File: config.mk
export PLATFORM = sky130hd
export DESIGN_NAME = sbus_frame_receiver
export DESIGN_NICKNAME = d
export VERILOG_FILES = /design/src/rtl/sbr_pkg.sv /design/src/rtl/sbr_queue.sv /design/src/rtl/sbr_front.sv /design/src/rtl/sbr_back.sv /design/src/rtl/sbus_frame_receiver.sv
export SDC_FILE = /design/constraint.sdc
export NUM_CORES = 1
export LEC_CHECK = 0
export ABC_AREA = 1
export BUFFER_PORTS_ARGS = -buffer_cell sky130_fd_sc_hd__buf_2
export CAP_MARGIN = 20
export CORE_MARGIN = 2
export CORE_UTILIZATION = 50
export CTS_CLUSTER_SIZE = 10
export DETAILED_ROUTE_END_ITERATION = 8
export PLACE_DENSITY = 0.71
export SYNTH_ARGS = -nofsm -noshare
export SYNTH_HDL_FRONTEND = slang
export SYNTH_SLANG_ARGS = --single-unit
export TNS_END_PERCENT = 1
File: constraint.sdc
create_clock -name clk -period 10.68 [get_ports clk]
set_clock_uncertainty 0.05 [all_clocks]
set_input_delay 1.602 -clock clk [delete_from_list [all_inputs] [get_ports clk]]
set_output_delay 1.602 -clock clk [all_outputs]
set_load 0.02 [all_outputs]
File: src/rtl/sbr_pkg.sv
package sbr_pkg;

	// defaults for the top level parameters
	localparam int NUM_CHANNELS_DEF  = 16;
	localparam int CHANNEL_WIDTH_DEF = 11;
	localparam int FRAME_LENGTH_DEF  = 25;

	// fixed field widths
	localparam int BYTE_W  = 8;
	localparam int GAP_W   = 16;
	localparam int KIND_W  = 2;
	localparam int IDX_W   = 4;
	localparam int VALUE_W = 11;
	localparam int POS_W   = 5;
	localparam int CFG_W   = 16;
	localparam int CFG_IDX_W = 1;

	localparam logic [BYTE_W-1:0] START_BYTE = 8'h0F;
	localparam logic [BYTE_W-1:0] END_BYTE   = 8'h00;

	localparam logic [GAP_W-1:0] GAP_LIMIT_RESET = 16'h1690;
	localparam logic             CHECK_END_RESET = 1'b0;

	// register indexes
	localparam logic [CFG_IDX_W-1:0] REG_GAP_LIMIT = 1'd0;
	localparam logic [CFG_IDX_W-1:0] REG_CHECK_END = 1'd1;

	// frame queue between front and back end
	localparam int QUEUE_DEPTH = 2;
	localparam int QPTR_W      = $clog2(QUEUE_DEPTH);
	localparam int QCNT_W      = $clog2(QUEUE_DEPTH + 1);

	typedef enum logic [KIND_W-1:0] {
		KIND_CHANNEL  = 2'd0,
		KIND_TIMING   = 2'd1,
		KIND_END_BYTE = 2'd2
	} kind_t;

	typedef struct packed {
		logic [BYTE_W-1:0] rx_byte;
		logic [GAP_W-1:0]  gap_ticks;
		logic              overrun;
	} in_item_t;

	typedef struct packed {
		kind_t              kind;
		logic [IDX_W-1:0]   channel_index;
		logic [VALUE_W-1:0] channel_value;
		logic               last;
	} out_item_t;

	// number of payload bytes that hold all channels
	function automatic int payload_bytes(input int num_ch, input int ch_w);
		return (num_ch * ch_w + 7) / 8;
	endfunction

endpackage

File: src/rtl/sbr_queue.sv
module sbr_queue #(
	parameter int WIDTH = 8
) (
	input  logic             clk,
	input  logic             arst_n,
	input  logic             wr_en,
	input  logic [WIDTH-1:0] wr_data,
	input  logic             rd_en,
	output logic [WIDTH-1:0] rd_data,
	output logic             valid,
	output logic             full
);
	import sbr_pkg::*;

	logic [WIDTH-1:0]  mem_q [QUEUE_DEPTH];
	logic [QPTR_W-1:0] wr_ptr_q;
	logic [QPTR_W-1:0] rd_ptr_q;
	logic [QCNT_W-1:0] count_q;
	logic              do_wr;
	logic              do_rd;

	assign full    = (count_q == QCNT_W'(QUEUE_DEPTH));
	assign valid   = (count_q != '0);
	assign do_wr   = wr_en && !full;
	assign do_rd   = rd_en && valid;
	assign rd_data = mem_q[rd_ptr_q];

	always_ff @(posedge clk) begin
		if (do_wr) begin
			mem_q[wr_ptr_q] <= wr_data;
		end
	end

	always_ff @(posedge clk or negedge arst_n) begin
		if (!arst_n) begin
			wr_ptr_q <= '0;
			rd_ptr_q <= '0;
			count_q  <= '0;
		end else begin
			if (do_wr) begin
				wr_ptr_q <= wr_ptr_q + 1'b1;
			end
			if (do_rd) begin
				rd_ptr_q <= rd_ptr_q + 1'b1;
			end
			if (do_wr && !do_rd) begin
				count_q <= count_q + 1'b1;
			end else if (do_rd && !do_wr) begin
				count_q <= count_q - 1'b1;
			end
		end
	end

endmodule

File: src/rtl/sbr_front.sv
module sbr_front #(
	parameter int NUM_CHANNELS  = sbr_pkg::NUM_CHANNELS_DEF,
	parameter int CHANNEL_WIDTH = sbr_pkg::CHANNEL_WIDTH_DEF,
	parameter int FRAME_LENGTH  = sbr_pkg::FRAME_LENGTH_DEF,
	parameter int JOB_W         = sbr_pkg::KIND_W
		+ 8 * sbr_pkg::payload_bytes(NUM_CHANNELS, CHANNEL_WIDTH)
) (
	input  logic                         clk,
	input  logic                         arst_n,
	input  logic                         accept,
	input  sbr_pkg::in_item_t            item,
	input  logic [sbr_pkg::GAP_W-1:0]    gap_limit,
	input  logic                         check_end,
	output logic                         job_push,
	output logic [JOB_W-1:0]             job_data
);
	import sbr_pkg::*;

	localparam int PAYLOAD_BYTES = payload_bytes(NUM_CHANNELS, CHANNEL_WIDTH);
	localparam int PAY_W         = 8 * PAYLOAD_BYTES;
	localparam logic [POS_W-1:0] LAST_POS = POS_W'(FRAME_LENGTH - 1);

	logic              in_frame_q;
	logic              gap_failed_q;
	logic [POS_W-1:0]  pos_q;
	logic [BYTE_W-1:0] payload_q [PAYLOAD_BYTES];
	logic [PAY_W-1:0]  payload_next;
	logic              fail_now;
	logic              fail_any;
	logic              frame_end;
	kind_t             job_kind;

	assign fail_now  = (item.gap_ticks > gap_limit) || item.overrun;
	assign fail_any  = gap_failed_q || fail_now;
	assign frame_end = in_frame_q && (pos_q == LAST_POS);

	// payload with the byte in flight merged, so a short frame sees its last byte
	always_comb begin
		for (int i = 0; i < PAYLOAD_BYTES; i++) begin
			if (in_frame_q && (pos_q == POS_W'(i + 1))) begin
				payload_next[i*8 +: 8] = item.rx_byte;
			end else begin
				payload_next[i*8 +: 8] = payload_q[i];
			end
		end
	end

	always_comb begin
		priority if (fail_any) begin
			job_kind = KIND_TIMING;
		end else if (check_end && (item.rx_byte != END_BYTE)) begin
			job_kind = KIND_END_BYTE;
		end else begin
			job_kind = KIND_CHANNEL;
		end
	end

	assign job_push = accept && frame_end;
	assign job_data = {job_kind, payload_next};

	always_ff @(posedge clk) begin
		if (accept && in_frame_q) begin
			for (int i = 0; i < PAYLOAD_BYTES; i++) begin
				payload_q[i] <= payload_next[i*8 +: 8];
			end
		end
	end

	always_ff @(posedge clk or negedge arst_n) begin
		if (!arst_n) begin
			in_frame_q   <= 1'b0;
			gap_failed_q <= 1'b0;
			pos_q        <= '0;
		end else if (accept) begin
			if (!in_frame_q) begin
				if (item.rx_byte == START_BYTE) begin
					in_frame_q   <= 1'b1;
					pos_q        <= POS_W'(1);
					gap_failed_q <= 1'b0;
				end
			end else if (frame_end) begin
				in_frame_q   <= 1'b0;
				pos_q        <= '0;
				gap_failed_q <= 1'b0;
			end else begin
				pos_q        <= pos_q + 1'b1;
				gap_failed_q <= fail_any;
			end
		end
	end

endmodule

File: src/rtl/sbr_back.sv
module sbr_back #(
	parameter int NUM_CHANNELS  = sbr_pkg::NUM_CHANNELS_DEF,
	parameter int CHANNEL_WIDTH = sbr_pkg::CHANNEL_WIDTH_DEF,
	parameter int JOB_W         = sbr_pkg::KIND_W
		+ 8 * sbr_pkg::payload_bytes(NUM_CHANNELS, CHANNEL_WIDTH)
) (
	input  logic                clk,
	input  logic                arst_n,
	input  logic                job_valid,
	input  logic [JOB_W-1:0]    job_data,
	output logic                job_pop,
	output sbr_pkg::out_item_t  result,
	output logic                empty,
	input  logic                pop
);
	import sbr_pkg::*;

	localparam int PAY_W = JOB_W - KIND_W;
	localparam logic [IDX_W-1:0] LAST_CH = IDX_W'(NUM_CHANNELS - 1);

	kind_t                        job_kind;
	logic [PAY_W-1:0]             payload;
	logic [IDX_W-1:0]             ch_q;
	logic [CHANNEL_WIDTH-1:0]     chan;
	logic [VALUE_W+CHANNEL_WIDTH-1:0] chan_ext;
	logic                         advance;
	logic                         emit;
	logic                         last_ch;
	out_item_t                    next_result;
	out_item_t                    result_q;
	logic                         valid_q;

	assign job_kind = kind_t'(job_data[JOB_W-1 -: KIND_W]);
	assign payload  = job_data[PAY_W-1:0];

	// channel window, little-endian bit order
	assign chan     = payload[int'(ch_q) * CHANNEL_WIDTH +: CHANNEL_WIDTH];
	assign chan_ext = {{VALUE_W{1'b0}}, chan};
	assign last_ch  = (ch_q == LAST_CH);

	assign advance = !valid_q || pop;
	assign emit    = job_valid && advance;

	always_comb begin
		if (job_kind == KIND_CHANNEL) begin
			next_result.kind          = KIND_CHANNEL;
			next_result.channel_index = ch_q;
			next_result.channel_value = chan_ext[VALUE_W-1:0];
			next_result.last          = last_ch;
			job_pop                   = emit && last_ch;
		end else begin
			next_result.kind          = job_kind;
			next_result.channel_index = '0;
			next_result.channel_value = '0;
			next_result.last          = 1'b1;
			job_pop                   = emit;
		end
	end

	assign result = result_q;
	assign empty  = !valid_q;

	always_ff @(posedge clk) begin
		if (emit) begin
			result_q <= next_result;
		end
	end

	always_ff @(posedge clk or negedge arst_n) begin
		if (!arst_n) begin
			valid_q <= 1'b0;
			ch_q    <= '0;
		end else begin
			if (advance) begin
				valid_q <= emit;
			end
			if (emit && (job_kind == KIND_CHANNEL)) begin
				ch_q <= last_ch ? '0 : ch_q + 1'b1;
			end
		end
	end

endmodule

File: src/rtl/sbus_frame_receiver.sv
// channel   | direction | handshake            | payload
// bytes     | in        | push / full          | item   (rx_byte, gap_ticks, overrun)
// results   | out       | pop / empty          | result (kind, channel_index, channel_value, last)
// config    | in        | cfg_wr, cfg_index    | cfg_data (gap_limit, check_end_byte)
//
// a byte transfer is taken every cycle unless full; the last byte of a frame hands one job
// to a two-entry frame queue, and full is high only while that queue holds two frames
// the back end drains a good frame as one result per channel and a reject as a single result;
// a result is registered from the job at the head of the queue once the result slot is free
// reset clears the hunt state, the queue and the result valid flag and loads the register
// defaults; the payload store is not cleared; a withheld pop can stall the back end and bytes
module sbus_frame_receiver #(
	parameter int NUM_CHANNELS  = sbr_pkg::NUM_CHANNELS_DEF,
	parameter int CHANNEL_WIDTH = sbr_pkg::CHANNEL_WIDTH_DEF,
	parameter int FRAME_LENGTH  = sbr_pkg::FRAME_LENGTH_DEF
) (
	input  logic                          clk,
	input  logic                          arst_n,
	// byte side
	input  logic                          push,
	output logic                          full,
	input  sbr_pkg::in_item_t             item,
	// result side
	output logic                          empty,
	input  logic                          pop,
	output sbr_pkg::out_item_t            result,
	// configuration
	input  logic                          cfg_wr,
	input  logic [sbr_pkg::CFG_IDX_W-1:0] cfg_index,
	input  logic [sbr_pkg::CFG_W-1:0]     cfg_data
);
	import sbr_pkg::*;

	localparam int PAYLOAD_BYTES = payload_bytes(NUM_CHANNELS, CHANNEL_WIDTH);
	localparam int JOB_W         = KIND_W + 8 * PAYLOAD_BYTES;

	logic [GAP_W-1:0] gap_limit_q;
	logic             check_end_q;
	logic             accept;
	logic             job_push;
	logic [JOB_W-1:0] job_wdata;
	logic [JOB_W-1:0] job_rdata;
	logic             job_valid;
	logic             job_pop;

	// configuration registers
	always_ff @(posedge clk or negedge arst_n) begin
		if (!arst_n) begin
			gap_limit_q <= GAP_LIMIT_RESET;
			check_end_q <= CHECK_END_RESET;
		end else if (cfg_wr) begin
			unique case (cfg_index)
				REG_GAP_LIMIT: gap_limit_q <= cfg_data;
				REG_CHECK_END: check_end_q <= cfg_data[0];
				default: ;
			endcase
		end
	end

	// byte transfer
	assign accept = push && !full;

	// front end: hunt, track position, gather payload, classify the frame
	sbr_front #(
		.NUM_CHANNELS  (NUM_CHANNELS),
		.CHANNEL_WIDTH (CHANNEL_WIDTH),
		.FRAME_LENGTH  (FRAME_LENGTH),
		.JOB_W         (JOB_W)
	) u_front (
		.clk       (clk),
		.arst_n    (arst_n),
		.accept    (accept),
		.item      (item),
		.gap_limit (gap_limit_q),
		.check_end (check_end_q),
		.job_push  (job_push),
		.job_data  (job_wdata)
	);

	// finished frames waiting for the back end
	sbr_queue #(
		.WIDTH (JOB_W)
	) u_queue (
		.clk     (clk),
		.arst_n  (arst_n),
		.wr_en   (job_push),
		.wr_data (job_wdata),
		.rd_en   (job_pop),
		.rd_data (job_rdata),
		.valid   (job_valid),
		.full    (full)
	);

	// back end: unpack channels or emit the reject, one result per cycle while results are popped
	sbr_back #(
		.NUM_CHANNELS  (NUM_CHANNELS),
		.CHANNEL_WIDTH (CHANNEL_WIDTH),
		.JOB_W         (JOB_W)
	) u_back (
		.clk       (clk),
		.arst_n    (arst_n),
		.job_valid (job_valid),
		.job_data  (job_rdata),
		.job_pop   (job_pop),
		.result    (result),
		.empty     (empty),
		.pop       (pop)
	);

	// back end never retires a frame the queue does not hold
	a_pop_has_job: assert property (@(posedge clk) disable iff (!arst_n)
		job_pop |-> job_valid)
		else $error("frame retired from empty queue");

	// the last channel result carries the top channel index
	a_last_channel: assert property (@(posedge clk) disable iff (!arst_n)
		(!empty && result.kind == KIND_CHANNEL && result.last)
			|-> (result.channel_index == IDX_W'(NUM_CHANNELS - 1)))
		else $error("last flag on wrong channel");

	// a reject is a single result with zero payload
	a_reject_single: assert property (@(posedge clk) disable iff (!arst_n)
		(!empty && result.kind != KIND_CHANNEL)
			|-> (result.last && result.channel_index == '0 && result.channel_value == '0))
		else $error("malformed reject result");

	// a frame job is only pushed on a byte transfer
	a_push_on_accept: assert property (@(posedge clk) disable iff (!arst_n)
		job_push |-> accept)
		else $error("frame job without byte transfer");

endmodule
# After elaboration in Yosys (flattened, before gate mapping)
# Memories as Yosys holds them, arrays and structs flattened.
# Cells that the tools add are included.
# Widths: inputs -> output; s select.
op_classes:
  add_sub_neg: 6
  mul: 1
  n_lt_le_gt_ge: 1
  eq_ne: 26
  shifts: 1
  mux: 41
  bitwise_logic: 1
  reduce_logical: 49
ops:
  columns: ["operator", "count"]
  rows:
  - ["$mux 8", 22]
  - ["$shiftx 176x32->11", 1]
  - ["$eq 5x4->1 const B", 8]
  - ["$eq 5x5->1 const B", 8]
  - ["$logic_and 1x1->1", 34]
  - ["$eq 5x3->1 const B", 4]
  - ["$gt 16x16->1", 1]
  - ["$mux 5", 3]
  - ["$mux 1", 11]
  - ["$eq 5x2->1 const B", 2]
  - ["$eq 8x4->1 const B", 1]
  - ["$mul 4x4->8 const B", 1]
  - ["$mux 2", 4]
  - ["$reduce_bool 8->1", 1]
  - ["$reduce_and 2->1", 3]
  - ["$reduce_bool 2->1", 3]
  - ["$add 5x1->5 const B", 1]
  - ["$eq 5x1->1 const B", 1]
  - ["$add 4x1->4 const B", 1]
  - ["$eq 4x4->1 const B", 1]
  - ["$logic_not 1->1", 4]
  - ["$mux 4", 1]
  - ["$logic_or 1x1->1", 3]
  - ["$add 1x1->1 const B", 2]
  - ["5 further kinds", 5]
totals:
  ff_bits: 51
  ramBits: 532
  inputBits: 47
  out_inout_bits: 20
  mem_count: 2
memory_table:
  columns: ["memory", "words", "word_bits", "rd", "rd_clocked_by_memory_dff", "write_ports", "line_no", "source"]
  rows:
  - ["u_queue.mem_q", 2, 178, 1, 0, 1, "sbr_queue.sv:15", "logic [WIDTH-1:0] mem_q [QUEUE_DEPTH];"]
  - ["u_front.payload_q", 22, 8, 22, 0, 22, "sbr_front.sv:26", "logic [BYTE_W-1:0] payload_q [PAYLOAD_BYTES];"]

# Longest topological paths before layout
depth:
  word_depth: 9
  mapped_depth: 15
  mapped_depth_nobuf: 15

# Cells and area by module
# Synthesis repeated with hierarchy kept, for this count alone.
hier_totals:
  hier_cells: 2350
  area_unflattened_um2: 25225.4
by_module_without_submodules:
  columns: ["module", "n_inst", "cells_per_inst", "area_each_um2", "seq_area_each_um2"]
  rows:
  - ["sbr_queue", 1, 961, 13203.9, 10790.3]
  - ["sbr_front", 1, 746, 8306.7, 5460.2]
  - ["sbr_back", 1, 566, 3010.4, 665.6]
  - ["sbus_frame_receiver", 1, 77, 704.4, 431.7]

# Worst setup path after synthesis
# OpenSTA, ideal clock, no wires.
synth_timing:
  kind: "input -> register"
  from: "in push"
  to: "mem u_queue.mem_q[0][0] (netlist bit) (enable)"
  setup_ns: 0.721
  t_arrival_ns: 9.491
  required_ns: 9.909
  slack_ns: 0.418
  path_stages: 6
  cell_sequence: "inv_1 > nor2_1 > nand2_1 > nor2_4 > inv_2 > nor2_1"
synth_via:
  elab_chain_len: 5
synth_rtl:
  columns: ["item", "line_no", "source"]
  rows:
  - ["start, declared", "sbus_frame_receiver.sv:20", "input logic push,"]
  - ["$logic_and 1x1->1", "sbus_frame_receiver.sv:61", "assign accept = push && !full;"]
  - ["$logic_and 1x1->1", "sbr_front.sv:58", "assign job_push = accept && frame_end;"]
  - ["$logic_and 1x1->1", "sbr_queue.sv:24", "assign do_wr = wr_en && !full;"]
  - ["net u_queue.do_wr", "sbr_queue.sv:19", "logic do_wr;"]
  - ["$mux 1", "sbr_queue.sv:29", "if (do_wr) begin"]
  - ["$mux 1 (not written as such)", "sbr_queue.sv:30", "mem_q[wr_ptr_q] <= wr_data;"]
  - ["end, declared", "sbr_queue.sv:15", null]
# The timed path passes the listed nets, and every way through them passes these cells.

==> results.toml <==
[global_route]
grt_pass1_wl_mm = 86.4
first_global_vias = 15100
grt_antenna_before_repair = 0
grt_overflow = 0
track_usage_pct = 22.9
grt_max_degree = 180

[worst_setup_path]
cp_max_fo = 101
r2r_cells = 7
crit_path_end_kind = "register"
r2r_slack_ps = 7590
r2r_end = "u_back.result[7]"
crit_type = "input pin to register"
worst-path-buf-inv = 5
worst-path-stages = 7
arrival_ps = 3830
cp-start-kind = "input pin"
crit_path_top_delay_cell = "inv_6"
critPathTopFamily = "buffers and inverters"
crit_path_max_incr_delay_ps = 770
r2r-start = "u_back.ch_q[0]"
crit_chain = "buf_2 > inv_1 > nor2_1 > nand2_1 > inv_6 > buf_4 > buf_16"
startpoint = "push"
cp.required_ps = 10890

[clocking]
cts_tree = "done"
cts_made_buffers = 68
cts_buffer_depth = 3
cts_resized = 0
clkLatencyLatePin_ps = 590
htreeDepth = 3
cts-root-buf = "clkbuf_16"
cts.sinks = 583
clk_pin_slew_ps = 50
hold_buffers = 0
postCtsSetupRepairBufs = 0

[synth]
ys_ff_latch = 583
synthAdderAreaFrac_pct = 1.20
synth-edff-count = 550
ys_warn_count = 0
ys_seq_area_share_pct = 72.6
synth_ff_type = "edfxtp_1"
async_flop_share_pct = 5.66
synth_xor_area_share_pct = 0.147
syn_inst = 1930
ys_types = 37
syn_nets = 2000
yosys.area_share.simple_pct = 11.7
synthMuxAreaShare_pct = 0
syn_area_mm2 = 0.0239
synth_compound_area_share_pct = 10.8
synth_top_family_by_area = "simple AND/OR/NAND/NOR gates"
avgSynthCellArea_um2 = 12.4

[timing]
setup_total_negative_slack_ps = 0
min_period_ps = 3620
final.setup.worst_slack_ps = 7060
setup_viol = 0
finalCritPeriodShare_pct = 33.9
fmax_mhz = 276
maxSlewViolCount = 32
final_hold_viol_count = 0
rsz0062_at_grt = "false"
worst_slew_pin_slew_ps = 1530
maxSlewHeadroom_pct = -2.24

[worst_hold_path]
whs_path_depth = 2
hold_start = "gap_limit_q[4]"
hold_path.class = "register to register"
whs_endpoint = "gap_limit_q[4]"

[route]
wl_met2_mm = 27.7
via_count = 15300
met3WireLength_mm = 4.46
vias_per_cell = 5.85
totalWireLength_mm = 56.4
topRoutingLayerUsed = "met4"
routedWlPerCell_um = 21.6
ant_nets = 0
drc = 0
wl_met1_mm = 22.4
first_iter_violations = 1694
firstDrtPassIters = 5

[flow_run]
max_cap_viol_count = 0

[cells_and_area]
n_fill_cell = 3829
stdcell_area_mm2 = 0.0265
multiInputGateArea_mm2 = 0.00571
areaGrowthSynthToFinish_pct = 11.0
layout_common_cells = "edfxtp_1, nor2_1, o21ai_0, nand2_1, a21oi_1"
drive_above_1_share_pct = 10.8
nets = 2049
final_cell_count_no_fill = 2615
seqCellArea_mm2 = 0.0174
num_antenna_cells = 0
final_common_cell = "edfxtp_1"

[placed_design]
gp_congestion = 0.807
io_buffers = 66
dp.final_hpwl_mm = 30.6
post-place-ws_ps = 6270
dpl.cell_count = 2523
place_area_mm2 = 0.0246

[die]
initial_utilization_pct = 50.3
dieWidth_um = 223
core_area_mm2 = 0.0474
ios = 67
die_area_mm2 = 0.0495
fp-row-count = 80
dieHeight_um = 223

[power_and_ir_drop]
max-vdd-ir-drop_mv = 0.195
power_density_mw_per_mm2 = 283
p_leak_nw = 9.38
p_total_mw = 7.51

[status]
violations = "max-slew violations"
status = "finished with violations"
cell type report:
type	count	share of cell area, %
clock buffer	84	6.72
clock inverter	7	0.255
inverter	64	0.944
multi-input combinational	1172	21.5
sequential	583	65.4
tap	615	2.90
timing repair buffer	90	2.22
layer usage:
layer  GRT usage [%]  vias up
li1                -     6986
met1            30.7     7531
met2            38.1      670
met3            3.23      117
met4            9.42        0
met5               0        -
worst reg2reg max path, stage by stage, from the launching register on:
cell and delay, ps:
dfrtp_4 870, buf_4 870, o21ai_0 290, o211ai_1 360
nand3_1 140, nand3_1 120, nand2_1 100, nand2_1 130
where the power goes:
| group | internal, mW | switching, mW | leakage, nW |
|---|---|---|---|
| logic | 0.581 | 1.61 | 3.06 |
| clock network | 1.16 | 0.830 | 0.901 |
| registers | 3.16 | 0.164 | 5.43 |
sequential cells by signal, indices dropped and copies added (netlist names):
signal	flops
u_front.gap_failed_q	1
u_queue.wr_ptr_q	1
u_front.in_frame_q	1
u_queue.count_q	2
u_queue.mem_q	356
u_back.result	18
u_back.ch_q	4
u_queue.rd_ptr_q	1
u_front.payload_q	176
u_front.pos_q	5
gap_limit_q	16
check_end_q	1
u_back.valid_q	1
Yosys cell counts (2+ instances only):
master | n | share of area [%]
edfxtp_1 | 550 | 69
nor2_1 | 359 | 5.6
o21ai_0 | 270 | 5.7
nand2_1 | 214 | 3.4
a21oi_1 | 120 | 2.5
clkbuf_1 | 59 | 0.93
inv_1 | 52 | 0.82
nand3_1 | 47 | 0.98
o22ai_1 | 45 | 1.2
o211ai_1 | 39 | 1.2
dfrtp_1 | 28 | 2.9
ha_1 | 23 | 1.2
buf_2 | 22 | 0.46
nor2_4 | 17 | 0.80
buf_6 | 16 | 0.75
inv_2 | 10 | 0.16
buf_4 | 9 | 0.28
buf_1 | 5 | 0.079
dfstp_2 | 5 | 0.55
nand2_2 | 5 | 0.13
nand4_1 | 5 | 0.13
o21ai_1 | 5 | 0.10
nor2_8 | 4 | 0.34
nor3_1 | 4 | 0.084
xor2_1 | 3 | 0.11
nand2_4 | 2 | 0.094
or2_0 | 2 | 0.052
kinds of logic after synthesis:
group                    after synthesis
AO/OA/AOI/OAI                        482
XOR/XNOR                               4
buffers and inverters                175
AND/OR/NAND/NOR                      663
adder cells (fa/ha/maj)               23
flip-flops                           583
worst max-delay path by stage:
| stage | end | slack [ps] |
|---|---|---|
| after global routing | u_front.payload_q[0][32] | 6900 |
| after CTS | u_front.payload_q[1][47] | 6900 |
| after detailed placement | u_front.payload_q[0][35] | 6270 |
| after floorplan | u_queue.mem_q[0][0] | 420 |
| after global placement | u_front.payload_q[0][39] | 6270 |
| final | u_front.payload_q[0][22] | 7060 |
through the flow:
| stage | utilization, % | hold WS [ps] |
|---|---|---|
| floorplan | - | 400 |
| global placement | 51.8 | 419 |
| detailed placement | 51.9 | 420 |
| CTS | 55.8 | 434 |
| global route | 55.9 | 452 |
| finish | 55.9 | 431 |
No activity file was read; power rests on OpenSTA's default activity.
